--- src/rtl/odpi_pkg.sv ---
// Shared types and constants of the ordered deque with priority insert unit.
// Used by the cell, the top level and the checker; depends on nothing.
package odpi_pkg;

	localparam int DEPTH_DEF          = 16;
	localparam int VALUE_WIDTH_DEF    = 32;
	localparam int PRIORITY_WIDTH_DEF = 16;

	typedef enum logic [2:0] {
		OP_APPEND  = 3'd0,
		OP_PREPEND = 3'd1,
		OP_INSERT  = 3'd2,
		OP_DEQUEUE = 3'd3,
		OP_DELETE  = 3'd4,
		OP_PEEK    = 3'd5
	} opcode_t;

	typedef enum logic [1:0] {
		ST_OK       = 2'd0,
		ST_EMPTY    = 2'd1,
		ST_FULL     = 2'd2,
		ST_NOTFOUND = 2'd3
	} status_t;

	typedef struct packed {
		logic [2:0]         opcode;
		logic [31:0]        item_value;
		logic signed [15:0] priority_req;
	} req_t;

	typedef struct packed {
		status_t     status;
		logic [31:0] result_value;
		logic [4:0]  entry_count;
	} rsp_t;

	typedef struct packed {
		logic shift_in;
		logic shift_out;
		logic sel_all;
		logic sel_empty;
		logic sel_pri;
		logic sel_val;
	} cell_ctl_t;

endpackage

--- src/rtl/odpi_cell.sv ---
// One entry of the ordered queue: value, priority and the local insert/remove decision.
// Depends on odpi_pkg for the broadcast control struct.
module odpi_cell #(
	parameter int VALUE_WIDTH    = odpi_pkg::VALUE_WIDTH_DEF,
	parameter int PRIORITY_WIDTH = odpi_pkg::PRIORITY_WIDTH_DEF,
	parameter int OCC_WIDTH      = 5,
	parameter int INDEX          = 0
) (
	input  logic                             clk,
	input  odpi_pkg::cell_ctl_t              ctl,
	input  logic [OCC_WIDTH-1:0]             occ,
	input  logic [VALUE_WIDTH-1:0]           key_value,
	input  logic signed [PRIORITY_WIDTH-1:0] key_pri,
	input  logic [VALUE_WIDTH-1:0]           left_value,
	input  logic signed [PRIORITY_WIDTH-1:0] left_pri,
	input  logic [VALUE_WIDTH-1:0]           right_value,
	input  logic signed [PRIORITY_WIDTH-1:0] right_pri,
	input  logic                             hit_in,
	output logic                             hit_out,
	output logic                             tail_ge,
	output logic [VALUE_WIDTH-1:0]           value,
	output logic signed [PRIORITY_WIDTH-1:0] pri
);

	localparam logic [OCC_WIDTH:0] HERE = (OCC_WIDTH + 1)'(INDEX);
	localparam logic [OCC_WIDTH:0] NEXT = (OCC_WIDTH + 1)'(INDEX + 1);

	logic [VALUE_WIDTH-1:0]           value_q;
	logic signed [PRIORITY_WIDTH-1:0] pri_q;
	logic                             valid;
	logic                             next_valid;
	logic                             hit_here;

	assign valid      = {1'b0, occ} > HERE;
	assign next_valid = {1'b0, occ} > NEXT;

	assign hit_here = ctl.sel_all
		| (ctl.sel_empty & ~valid)
		| (ctl.sel_pri & valid & (key_pri <= pri_q))
		| (ctl.sel_val & valid & (key_value == value_q));

	assign hit_out = hit_in | hit_here;
	assign tail_ge = valid & ~next_valid & (key_pri >= pri_q);
	assign value   = value_q;
	assign pri     = pri_q;

	always_ff @(posedge clk) begin
		if (ctl.shift_in) begin
			if (hit_in) begin
				value_q <= left_value;
				pri_q   <= left_pri;
			end else if (hit_here) begin
				value_q <= key_value;
				pri_q   <= key_pri;
			end
		end else if (ctl.shift_out && hit_out) begin
			value_q <= right_value;
			pri_q   <= right_pri;
		end
	end

endmodule

--- src/rtl/ordered_deque_with_priority_insert_unit.sv ---
// Top level of the ordered deque with priority insert unit: control, cell row, output stage.
// Depends on odpi_pkg and odpi_cell.
//
// The unit takes one item per clock cycle unless req_stall is high and registers the result
// of each accepted item in the output stage. The entries live in a row of DEPTH cells;
// every operation is broadcast to all cells, each compares its own entry, and a first-hit
// chain through the row decides which cells keep, take the new entry, or take a neighbor's
// entry, all in the same cycle. That chain through the DEPTH cells sets the critical path.
// A two-deep output stage lets the next item enter while a result waits; the request side
// stalls only when both output slots are full. Entries need no clearing after reset.
module ordered_deque_with_priority_insert_unit #(
	parameter int DEPTH          = odpi_pkg::DEPTH_DEF,
	parameter int VALUE_WIDTH    = odpi_pkg::VALUE_WIDTH_DEF,
	parameter int PRIORITY_WIDTH = odpi_pkg::PRIORITY_WIDTH_DEF
) (
	input  logic           clk,
	input  logic           arst_n,
	input  logic           req_valid,
	output logic           req_stall,
	input  odpi_pkg::req_t req,
	output logic           rsp_valid,
	input  logic           rsp_stall,
	output odpi_pkg::rsp_t rsp
);

	localparam int OW    = $clog2(DEPTH + 1);
	localparam int VW_IN = (VALUE_WIDTH < 32) ? VALUE_WIDTH : 32;
	localparam logic [OW-1:0] FULL_COUNT = OW'(DEPTH);

	logic [OW-1:0]                    occ_q;
	logic [OW-1:0]                    occ_next;
	logic                             rsp_valid_q;
	logic                             skid_valid_q;
	odpi_pkg::rsp_t                   rsp_q;
	odpi_pkg::rsp_t                   skid_q;
	odpi_pkg::rsp_t                   result;
	odpi_pkg::cell_ctl_t              ctl;
	logic                             accept;
	logic                             out_take;
	logic                             is_empty;
	logic                             is_full;
	logic                             head_le;
	logic                             tail_any;
	logic [VALUE_WIDTH-1:0]           key_value;
	logic signed [PRIORITY_WIDTH-1:0] key_pri;
	logic [VALUE_WIDTH-1:0]           cell_value [DEPTH];
	logic signed [PRIORITY_WIDTH-1:0] cell_pri [DEPTH];
	logic [DEPTH:0]                   hit;
	logic [DEPTH-1:0]                 tail_ge;

	assign accept    = req_valid & ~skid_valid_q;
	assign out_take  = rsp_valid_q & ~rsp_stall;
	assign req_stall = skid_valid_q;
	assign rsp_valid = rsp_valid_q;
	assign rsp       = rsp_q;

	assign key_value = VALUE_WIDTH'(req.item_value[VW_IN-1:0]);
	assign key_pri   = (req.opcode == odpi_pkg::OP_INSERT)
		? $signed(PRIORITY_WIDTH'($unsigned(req.priority_req))) : '0;

	assign is_empty = occ_q == '0;
	assign is_full  = occ_q == FULL_COUNT;
	assign head_le  = key_pri <= cell_pri[0];
	assign tail_any = |tail_ge;
	assign hit[0]   = 1'b0;

	for (genvar i = 0; i < DEPTH; i++) begin : g_cell
		logic [VALUE_WIDTH-1:0]           left_value;
		logic signed [PRIORITY_WIDTH-1:0] left_pri;
		logic [VALUE_WIDTH-1:0]           right_value;
		logic signed [PRIORITY_WIDTH-1:0] right_pri;

		if (i == 0) begin : g_first
			assign left_value = key_value;
			assign left_pri   = key_pri;
		end else begin : g_inner_l
			assign left_value = cell_value[i-1];
			assign left_pri   = cell_pri[i-1];
		end

		if (i == DEPTH - 1) begin : g_last
			assign right_value = key_value;
			assign right_pri   = key_pri;
		end else begin : g_inner_r
			assign right_value = cell_value[i+1];
			assign right_pri   = cell_pri[i+1];
		end

		odpi_cell #(
			.VALUE_WIDTH   (VALUE_WIDTH),
			.PRIORITY_WIDTH(PRIORITY_WIDTH),
			.OCC_WIDTH     (OW),
			.INDEX         (i)
		) u_cell (
			.clk        (clk),
			.ctl        (ctl),
			.occ        (occ_q),
			.key_value  (key_value),
			.key_pri    (key_pri),
			.left_value (left_value),
			.left_pri   (left_pri),
			.right_value(right_value),
			.right_pri  (right_pri),
			.hit_in     (hit[i]),
			.hit_out    (hit[i+1]),
			.tail_ge    (tail_ge[i]),
			.value      (cell_value[i]),
			.pri        (cell_pri[i])
		);
	end

	always_comb begin
		ctl = '0;
		unique case (req.opcode)
			odpi_pkg::OP_APPEND, odpi_pkg::OP_PREPEND, odpi_pkg::OP_INSERT: begin
				if (!is_full) begin
					ctl.shift_in = 1'b1;
					if (req.opcode == odpi_pkg::OP_APPEND) begin
						ctl.sel_empty = 1'b1;
					end else if (req.opcode == odpi_pkg::OP_PREPEND) begin
						ctl.sel_all = 1'b1;
					end else if (is_empty || head_le) begin
						ctl.sel_all = 1'b1;
					end else if (tail_any) begin
						ctl.sel_empty = 1'b1;
					end else begin
						ctl.sel_pri = 1'b1;
					end
				end
			end
			odpi_pkg::OP_DEQUEUE, odpi_pkg::OP_PEEK: begin
				if (!is_empty && req.opcode == odpi_pkg::OP_DEQUEUE) begin
					ctl.shift_out = 1'b1;
					ctl.sel_all   = 1'b1;
				end
			end
			odpi_pkg::OP_DELETE: begin
				ctl.shift_out = 1'b1;
				ctl.sel_val   = 1'b1;
			end
			default: begin
			end
		endcase
		if (!accept) begin
			ctl.shift_in  = 1'b0;
			ctl.shift_out = 1'b0;
		end
	end

	always_comb begin
		occ_next            = occ_q;
		result.status       = odpi_pkg::ST_OK;
		result.result_value = '0;
		unique case (req.opcode)
			odpi_pkg::OP_APPEND, odpi_pkg::OP_PREPEND, odpi_pkg::OP_INSERT: begin
				if (is_full) begin
					result.status = odpi_pkg::ST_FULL;
				end else begin
					occ_next = occ_q + 1'b1;
				end
			end
			odpi_pkg::OP_DEQUEUE, odpi_pkg::OP_PEEK: begin
				if (is_empty) begin
					result.status = odpi_pkg::ST_EMPTY;
				end else begin
					result.result_value = 32'(cell_value[0]);
					if (req.opcode == odpi_pkg::OP_DEQUEUE) begin
						occ_next = occ_q - 1'b1;
					end
				end
			end
			odpi_pkg::OP_DELETE: begin
				if (hit[DEPTH]) begin
					occ_next = occ_q - 1'b1;
				end else begin
					result.status = odpi_pkg::ST_NOTFOUND;
				end
			end
			default: begin
			end
		endcase
		result.entry_count = 5'(occ_next);
	end

	always_ff @(posedge clk or negedge arst_n) begin
		if (!arst_n) begin
			occ_q        <= '0;
			rsp_valid_q  <= 1'b0;
			skid_valid_q <= 1'b0;
		end else begin
			if (accept) begin
				occ_q <= occ_next;
				if (!rsp_valid_q || out_take) begin
					rsp_valid_q <= 1'b1;
				end else begin
					skid_valid_q <= 1'b1;
				end
			end else if (out_take) begin
				rsp_valid_q  <= skid_valid_q;
				skid_valid_q <= 1'b0;
			end
		end
	end

	always_ff @(posedge clk) begin
		if (accept && (!rsp_valid_q || out_take)) begin
			rsp_q <= result;
		end else if (out_take && skid_valid_q) begin
			rsp_q <= skid_q;
		end
		if (accept && rsp_valid_q && !out_take) begin
			skid_q <= result;
		end
	end

endmodule

--- config.mk ---
export PLATFORM = sky130hd
export DESIGN_NAME = ordered_deque_with_priority_insert_unit
export DESIGN_NICKNAME = d
export VERILOG_FILES = /design/src/rtl/odpi_pkg.sv /design/src/rtl/odpi_cell.sv /design/src/rtl/ordered_deque_with_priority_insert_unit.sv
export SDC_FILE = /design/constraint.sdc
export NUM_CORES = 2
export LEC_CHECK = 0
export ABC_AREA = 0
export BUFFER_PORTS_ARGS = -buffer_cell sky130_fd_sc_hd__buf_2
export CAP_MARGIN = 25
export CORE_MARGIN = 4
export CORE_UTILIZATION = 45
export DETAILED_ROUTE_END_ITERATION = 7
export MAX_ROUTING_LAYER = met4
export PLACE_DENSITY = 0.64
export SLEW_MARGIN = 20
export SYNTH_ARGS = -nofsm -noshare
export SYNTH_HDL_FRONTEND = slang
export SYNTH_SLANG_ARGS = --single-unit
--- constraint.sdc ---
create_clock -name clk -period 9.65 [get_ports clk]
set_clock_uncertainty 0.2 [all_clocks]
set_input_delay 1.93 -clock clk [delete_from_list [all_inputs] [get_ports clk]]
set_output_delay 1.93 -clock clk [all_outputs]
set_load 0.05 [all_outputs]
# After elaboration in Yosys (flattened, before gate mapping)
# Index checks and enable logic that the tools add are counted.
# W data, S select, Z words.
totals:
  ff_bits: 853
  input_bits: 55
  wordCells: 559
classes:
  add_sub_neg: 2
  magnitude_cmp: 49
  n_eq_ne: 40
  muxes: 164
  bitwise: 196
  n_reduce_logical: 67
ops:
  columns: ["cell", "n"]
  rows:
  - ["$mux W32", 65]
  - ["$mux W16", 64]
  - ["$eq A32 B32 Y1", 16]
  - ["$ge A16 B16 Y1", 16]
  - ["$le A16 B16 Y1", 16]
  - ["$and A1 B1 Y1", 114]
  - ["$mux W39", 2]
  - ["$or A1 B1 Y1", 63]
  - ["$ne A3 B1 Y1 const B", 15]
  - ["$gt A5 B4 Y1 const B", 8]
  - ["$reduce_and A2 Y1", 18]
  - ["$reduce_bool A2 Y1", 18]
  - ["$logic_and A1 B1 Y1", 21]
  - ["$gt A5 B3 Y1 const B", 4]
  - ["$mux W5", 4]
  - ["$not A1 Y1", 19]
  - ["$mux W1", 17]
  - ["$reduce_or A16 Y1", 1]
  - ["$pmux W5 S3", 1]
  - ["$mux W2", 7]
  - ["$gt A5 B1 Y1 const B", 2]
  - ["$gt A5 B2 Y1 const B", 2]
  - ["$eq A3 B2 Y1 const B", 2]
  - ["$eq A3 B3 Y1 const B", 2]
  - ["16 further kinds", 21]

# Longest topological paths before layout
depth:
  depth_word: 33
  mapped_depth: 26

# By module
# A second synthesis with hierarchy kept.
hier_totals:
  hier_cells: 5559
  hier_area_um2: 57046.0
modules_own_cells:
  columns: ["module", "instances", "cells_per_inst", "area_per_inst_um2"]
  rows:
  - ["ordered_deque_with_priority_insert_unit", 1, 363, 4475.5]
  - ["odpi_cell (g_cell[7].u_cell)", 1, 330, 3353.2]
  - ["odpi_cell (g_cell[6].u_cell)", 1, 332, 3313.2]
  - ["odpi_cell (g_cell[14].u_cell)", 1, 322, 3294.4]
  - ["odpi_cell (g_cell[12].u_cell)", 1, 330, 3293.2]
  - ["odpi_cell (g_cell[5].u_cell)", 1, 325, 3290.7]
  - ["odpi_cell (g_cell[10].u_cell)", 1, 324, 3289.4]
  - ["odpi_cell (g_cell[1].u_cell)", 1, 327, 3286.9]
  - ["odpi_cell (g_cell[13].u_cell)", 1, 324, 3285.7]
  - ["odpi_cell (g_cell[8].u_cell)", 1, 320, 3285.7]
  - ["odpi_cell (g_cell[9].u_cell)", 1, 325, 3283.1]
  - ["odpi_cell (g_cell[3].u_cell)", 1, 328, 3281.9]
  - ["odpi_cell (g_cell[0].u_cell)", 1, 325, 3273.1]
  - ["odpi_cell (g_cell[4].u_cell)", 1, 321, 3268.1]
  - ["3 more rows", null, null, null]

# Worst setup path after synthesis
# No wires, ideal clock.
synth_path:
  kind: "input-to-reg"
  from: "input req[49] (netlist bit)"
  to: "register g_cell[10].u_cell.pri_q[0], enable pin"
  arrival_ps: 9392
  t_required_ps: 8981
  slack_ps: -412
  stages: 23
  cell_sequence: "buf_1 inv_1 nor3_1 clkbuf_1 and2_1 clkbuf_1 clkbuf_1 ha_1 and4_1 o311a_1 nor4b_1 nor3b_2 a211o_1 nand4_1 or4_1 or3_4 o211ai_1 nor3_1 buf_2 and3_1 buf_4 buf_2 a21oi_1"
synth_via:
  elab_chain_cells: 28
synth_rtl:
  columns: ["element", "line", "rtl"]
  rows:
  - ["start: declaration", "ordered_deque_with_priority_insert_unit.sv:20", "input odpi_pkg::req_t req,"]
  - ["$eq A3 B2 Y1", "ordered_deque_with_priority_insert_unit.sv:58, ordered_deque_with_priority_insert_unit.sv:114", null]
  - ["$mux W16", "ordered_deque_with_priority_insert_unit.sv:59", "? $signed(PRIORITY_WIDTH'($unsigned(req.priority_req))) : '0;"]
  - ["$ge A16 B16 Y1", "odpi_cell.sv:43", "assign tail_ge = valid & ~next_valid & (key_pri >= pri_q);"]
  - ["$and A1 B1 Y1", "odpi_cell.sv:43", null]
  - ["$reduce_or A16 Y1", "ordered_deque_with_priority_insert_unit.sv:64", "assign tail_any = |tail_ge;"]
  - ["$mux W1", "ordered_deque_with_priority_insert_unit.sv:124", "end else if (tail_any) begin"]
  - ["$mux W2", "ordered_deque_with_priority_insert_unit.sv:122", "end else if (is_empty || head_le) begin"]
  - ["$mux W2", "ordered_deque_with_priority_insert_unit.sv:120", "end else if (req.opcode == odpi_pkg::OP_PREPEND) begin"]
  - ["[... 3 more ...]", null, null]
  - ["$and A1 B1 Y1 (on tied branches)", "odpi_cell.sv:38, odpi_cell.sv:39", null]
  - ["$or A1 B1 Y1 or $and A1 B1 Y1 (tied branches)", "odpi_cell.sv:38, odpi_cell.sv:39", null]
  - ["$or A1 B1 Y1", "odpi_cell.sv:39", "| (ctl.sel_pri & valid & (key_pri <= pri_q))"]
  - ["$or A1 B1 Y1", "odpi_cell.sv:40", "| (ctl.sel_val & valid & (key_value == value_q));"]
  - ["$or A1 B1 Y1 (10 in series)", "odpi_cell.sv:42", "assign hit_out = hit_in | hit_here;"]
  - ["$logic_and A1 B1 Y1", "odpi_cell.sv:56", "end else if (ctl.shift_out && hit_out) begin"]
  - ["$reduce_bool A2 Y1 (no source line)", null, null]
  - ["$reduce_and A2 Y1 (no source line) *", null, null]
  - ["end signal: assignment", "odpi_cell.sv:51", "pri_q <= left_pri;"]
  - ["end signal: assignment", "odpi_cell.sv:54", "pri_q <= key_pri;"]
  - ["end signal: assignment", "odpi_cell.sv:58", "pri_q <= right_pri;"]
  - ["end: declaration", "odpi_cell.sv:29", "logic signed [PRIORITY_WIDTH-1:0] pri_q;"]
# Mark *: on every way between the ends. The rest lies on a longest branch, timed or not.
# A chain may end at the register's enable or synchronous reset.

# Worst setup path after layout
layout_path:
  from: "input req[49] (netlist bit)"
  to: "register g_cell[11].u_cell.value_q[11] (data pin)"
layout_via:
  elab_chain_cells: 27
layout_rtl:
  columns: ["element", "line", "rtl"]
  rows:
  - ["$eq A3 B2 Y1", "ordered_deque_with_priority_insert_unit.sv:58, ordered_deque_with_priority_insert_unit.sv:114", null]
  - ["$mux W16", "ordered_deque_with_priority_insert_unit.sv:59", null]
  - ["$ge A16 B16 Y1", "odpi_cell.sv:43", null]
  - ["$and A1 B1 Y1", "odpi_cell.sv:43", null]
  - ["$reduce_or A16 Y1", "ordered_deque_with_priority_insert_unit.sv:64", null]
  - ["$mux W1", "ordered_deque_with_priority_insert_unit.sv:124", null]
  - ["$mux W2", "ordered_deque_with_priority_insert_unit.sv:122", null]
  - ["$mux W2", "ordered_deque_with_priority_insert_unit.sv:120", null]
  - ["[... 2 more ...]", null, null]
  - ["$mux W2", "ordered_deque_with_priority_insert_unit.sv:114", "unique case (req.opcode)"]
  - ["$and A1 B1 Y1 (on tied branches)", "odpi_cell.sv:38, odpi_cell.sv:39", null]
  - ["$or A1 B1 Y1 or $and A1 B1 Y1 (tied branches)", "odpi_cell.sv:38, odpi_cell.sv:39", null]
  - ["$or A1 B1 Y1", "odpi_cell.sv:39", null]
  - ["$or A1 B1 Y1", "odpi_cell.sv:40", null]
  - ["$or A1 B1 Y1 (10 in series)", "odpi_cell.sv:42", null]
  - ["$mux W32", "odpi_cell.sv:49", "if (hit_in) begin"]
  - ["$mux W32 *", "odpi_cell.sv:48", "if (ctl.shift_in) begin"]
  - ["end signal: assignment", "odpi_cell.sv:50", "value_q <= left_value;"]
  - ["end signal: assignment", "odpi_cell.sv:53", "value_q <= key_value;"]
  - ["end signal: assignment", "odpi_cell.sv:57", "value_q <= right_value;"]
  - ["end: declaration", "odpi_cell.sv:28", "logic [VALUE_WIDTH-1:0] value_q;"]
# Marked as above.

==> results by group <==
Finish
  – NumNets Final: 5,766
  – Fin util: 0.4959
  – Design area: 0.06131 sq mm
  – Commonest non-fill, non-tap cell in the layout: nand2_1
  – Area grow syn2layout: 9.404%
  – Most frequent cells in the layout: nand2_1 (874), edfxtp_1 (846), mux2i_1 (650)
  – Layout cells sized above 1: 0.08589

CTS
  – Post-cts resize count: 0
  – Root buffer cell: clkbuf_16
  – Latest clock arrival within the worst-skew pair: 0.73 ns
  – Clock Path Buffers: 3
  – CTS tree: built
  – CTS sink count: around 850
  – Clk slew on worst S/H paths: 0.06 ns
  – H-Tree Depth: 3
  – Num CTS Buffers: between 90 and 100
  – Number of setup buffers added after CTS: 0
  – Hold buffers post-CTS: 0

Floorplan
  – Boundary Pins: 96
  – Core ar.: 0.1236 sq mm
  – Die W: 360.9 microns
  – Row count: between 100 and 150
  – Die Height: about 360 microns
  – Die area: 0.1302 sq mm
  – Starting Density: 0.4533

Drt
  – Vias per cell: 5.942
  – Drt first pass iters: 7
  – Total vias in the final route: 42,690
  – Total routed wirelength: 170,800 microns
  – WL/cell: 23.78 microns
  – DR iter-0 viols: around 4,600
  – Detail Route Antenna Nets: 0
  – DRC viols: 0

Timing
  – Crit share post-route: 0.8560
  – Finish-stage setup viols: 0
  – Hold_ws: 0.3371 ns
  – Slew Viols, Final: 0
  – Final worst slack: 1.390 ns
  – RSZ-0062 raised after global routing: no
  – Final hold vios: 0
  – Relative slew slack: 0.2753
  – Fmax: 121.1 MHz
  – Slew @ Worst Pin: 1.087 ns
  – Min Tclk post-route: 8.260 ns

Logic synthesis
  – Area leader, netlist: edfxtp_1
  – Sequential element share of the synthesized area: 0.4564
  – Top cell type's share of synthesized area: 0.4533
  – Mapped Nets: between 5,000 and 6,000
  – Synth async-reset ratio: 0.008206
  – Post-synthesis register bit count: between 800 and 900
  – Synth warnings: 0
  – Post-Syn Area per Cell: 10.05 sq um
  – Top_reg_cell synth: edfxtp_1
  – Post-synth EDFFs: about 850
  – Synth unique cells: 91
  – Ranking of synthesized cells by area: edfxtp_1 (45%), mux2i_1 (12%), nand2_1 (5.9%)
  – Syn Inst Count: around 5,600
  – Mapped cell area: approximately 0.056 sq mm

Setup path
  – CP Launch Type: input port
  – Crit path required time: 9.90 ns
  – Setup CP Type: input port to register
  – Critical Path AT: 8.51 ns
  – Crit path capture type: register
  – CP max FO: 48

Global route
  – Vias in the first global route: 41,740
  – Largest net degree at the start of global routing: between 200 and 250
  – GRT overflow: 0
  – Global-route wire length before repair: 260,600 microns
  – GRT Resource Usage Total: 0.2624
  – Initial antenna violation count: 5

Placed design
  – Pre-CTS WS: 0.8038 ns
  – GP Congestion: ~0.94
  – I/O Buffers: 95
  – Area post-placement: between 0.05 and 0.06 sq mm
  – Post-DP HPWL: 124,100 microns

Min path
  – Hold/Removal Path Class: register to register

Pwr
  – Max rail drop VDD: 0.1437 mV
  – Leakage: 25.51 nW
  – Cell Pwr Density: 206.7 mW/mm^2
  – Total design power: 0.01267 W

Job
  – Maxcap violations: 0

Status
  – Status: completed
## critical path: stages
cell,delay (ns)
buf_2,0.21
inv_1,0.11
nor3_2,0.11
buf_4,0.22
and2_1,0.34
buf_4,0.25
ha_1,0.26
a21o_1,0.18
a21oi_1,0.13
nor2b_1,0.06
a2111oi_0,0.75
nor2_1,0.14
o31ai_1,0.63
nand3b_1,0.24
or3_4,0.27
o211ai_1,0.21
nor3_2,0.45
buf_4,0.25
and3_4,0.55
nand2_4,0.62
mux2i_1,0.40
o21ai_0,0.10
## metal layers
metal | track usage | part of all wire
met2 | 0.4055 | 0.46
met4 | 0.07179 | 0.030
met5 | - | 0
met1 | 0.3577 | 0.43
met3 | 0.04586 | 0.077
## cells by family (layout without fill, tap and decap cells)
family                   after synthesis  count (layout)  synth area share
flip-flops                           853             853            0.4564
multiplexers                         731             731            0.1324
AND/OR/NAND/NOR                     1468            1468            0.1190
XOR/XNOR                             530             530           0.08283
other                                  0               5                 0
buffers and inverters                696             664           0.05050
adder cells (fa/ha/maj)              245             245           0.05466
AO/OA/AOI/OAI                       1051            1051            0.1042
## power breakdown
group	internal (W)	switching (W)
clock	0.00202	0.00163
sequential	0.00489	0.000484
combinational	0.00125	0.00241
## sequential cells by signal (all words and copies together) (netlist names)
name and flops:
skid_q 39, req_stall 1, g_cell.u_cell.value 512, occ_q 5, g_cell.u_cell.pri 256, rsp_valid 1, rsp 39
## worst paths after layout
check,slack (ns),end,depth (start not counted),start
worst min register to register,0.34,rsp[1],2,skid_q[1]
worst max-delay path,1.39,g_cell[11].u_cell.value[11],22,req[49]
worst max register to register,3.24,g_cell[11].u_cell.value[11],15,occ_q[1]
min in group asynchronous,0.87,occ_q[0],1,arst_n
worst min-delay path,0.34,rsp[1],2,skid_q[1]
max in group asynchronous,8.19,req_stall,1,arst_n
## synth_stat cells (all sizes together) (70+ instances only)
library cell / n
o21ai: 738
a21oi: 137
clkbuf: 336
inv: 259
edfxtp: 846
nand4: 104
nor4: 97
buf: 100
xor2: 281
xnor2: 249
mux2: 81
nand3: 70
nor2: 111
mux2i: 650
nand2: 879
ha: 244
## stage by stage
stage | std cells | TNS, ns
floorplan | 5574 | -59.95
global placement | 7001 | 0
detailed placement | 7005 | 0
CTS | 7178 | 0
global route | 7182 | 0
finish | 7184 | 0
## area by class of cell
| class | count | area, sq um |
|---|---|---|
| diodes | 5 | 12.51 |
| clock buffers | 120 | 2524 |
| clock inverters | 53 | 490.5 |
| fillers | 11480 | 62320 |
| inverters | 260 | 975.9 |
| multi-input cells | 4025 | 27910 |
| flip-flops and latches | 853 | 25580 |
| well taps | 1637 | 2048 |
| repair buffers | 231 | 1769 |
(Power assumes the default switching activity.)
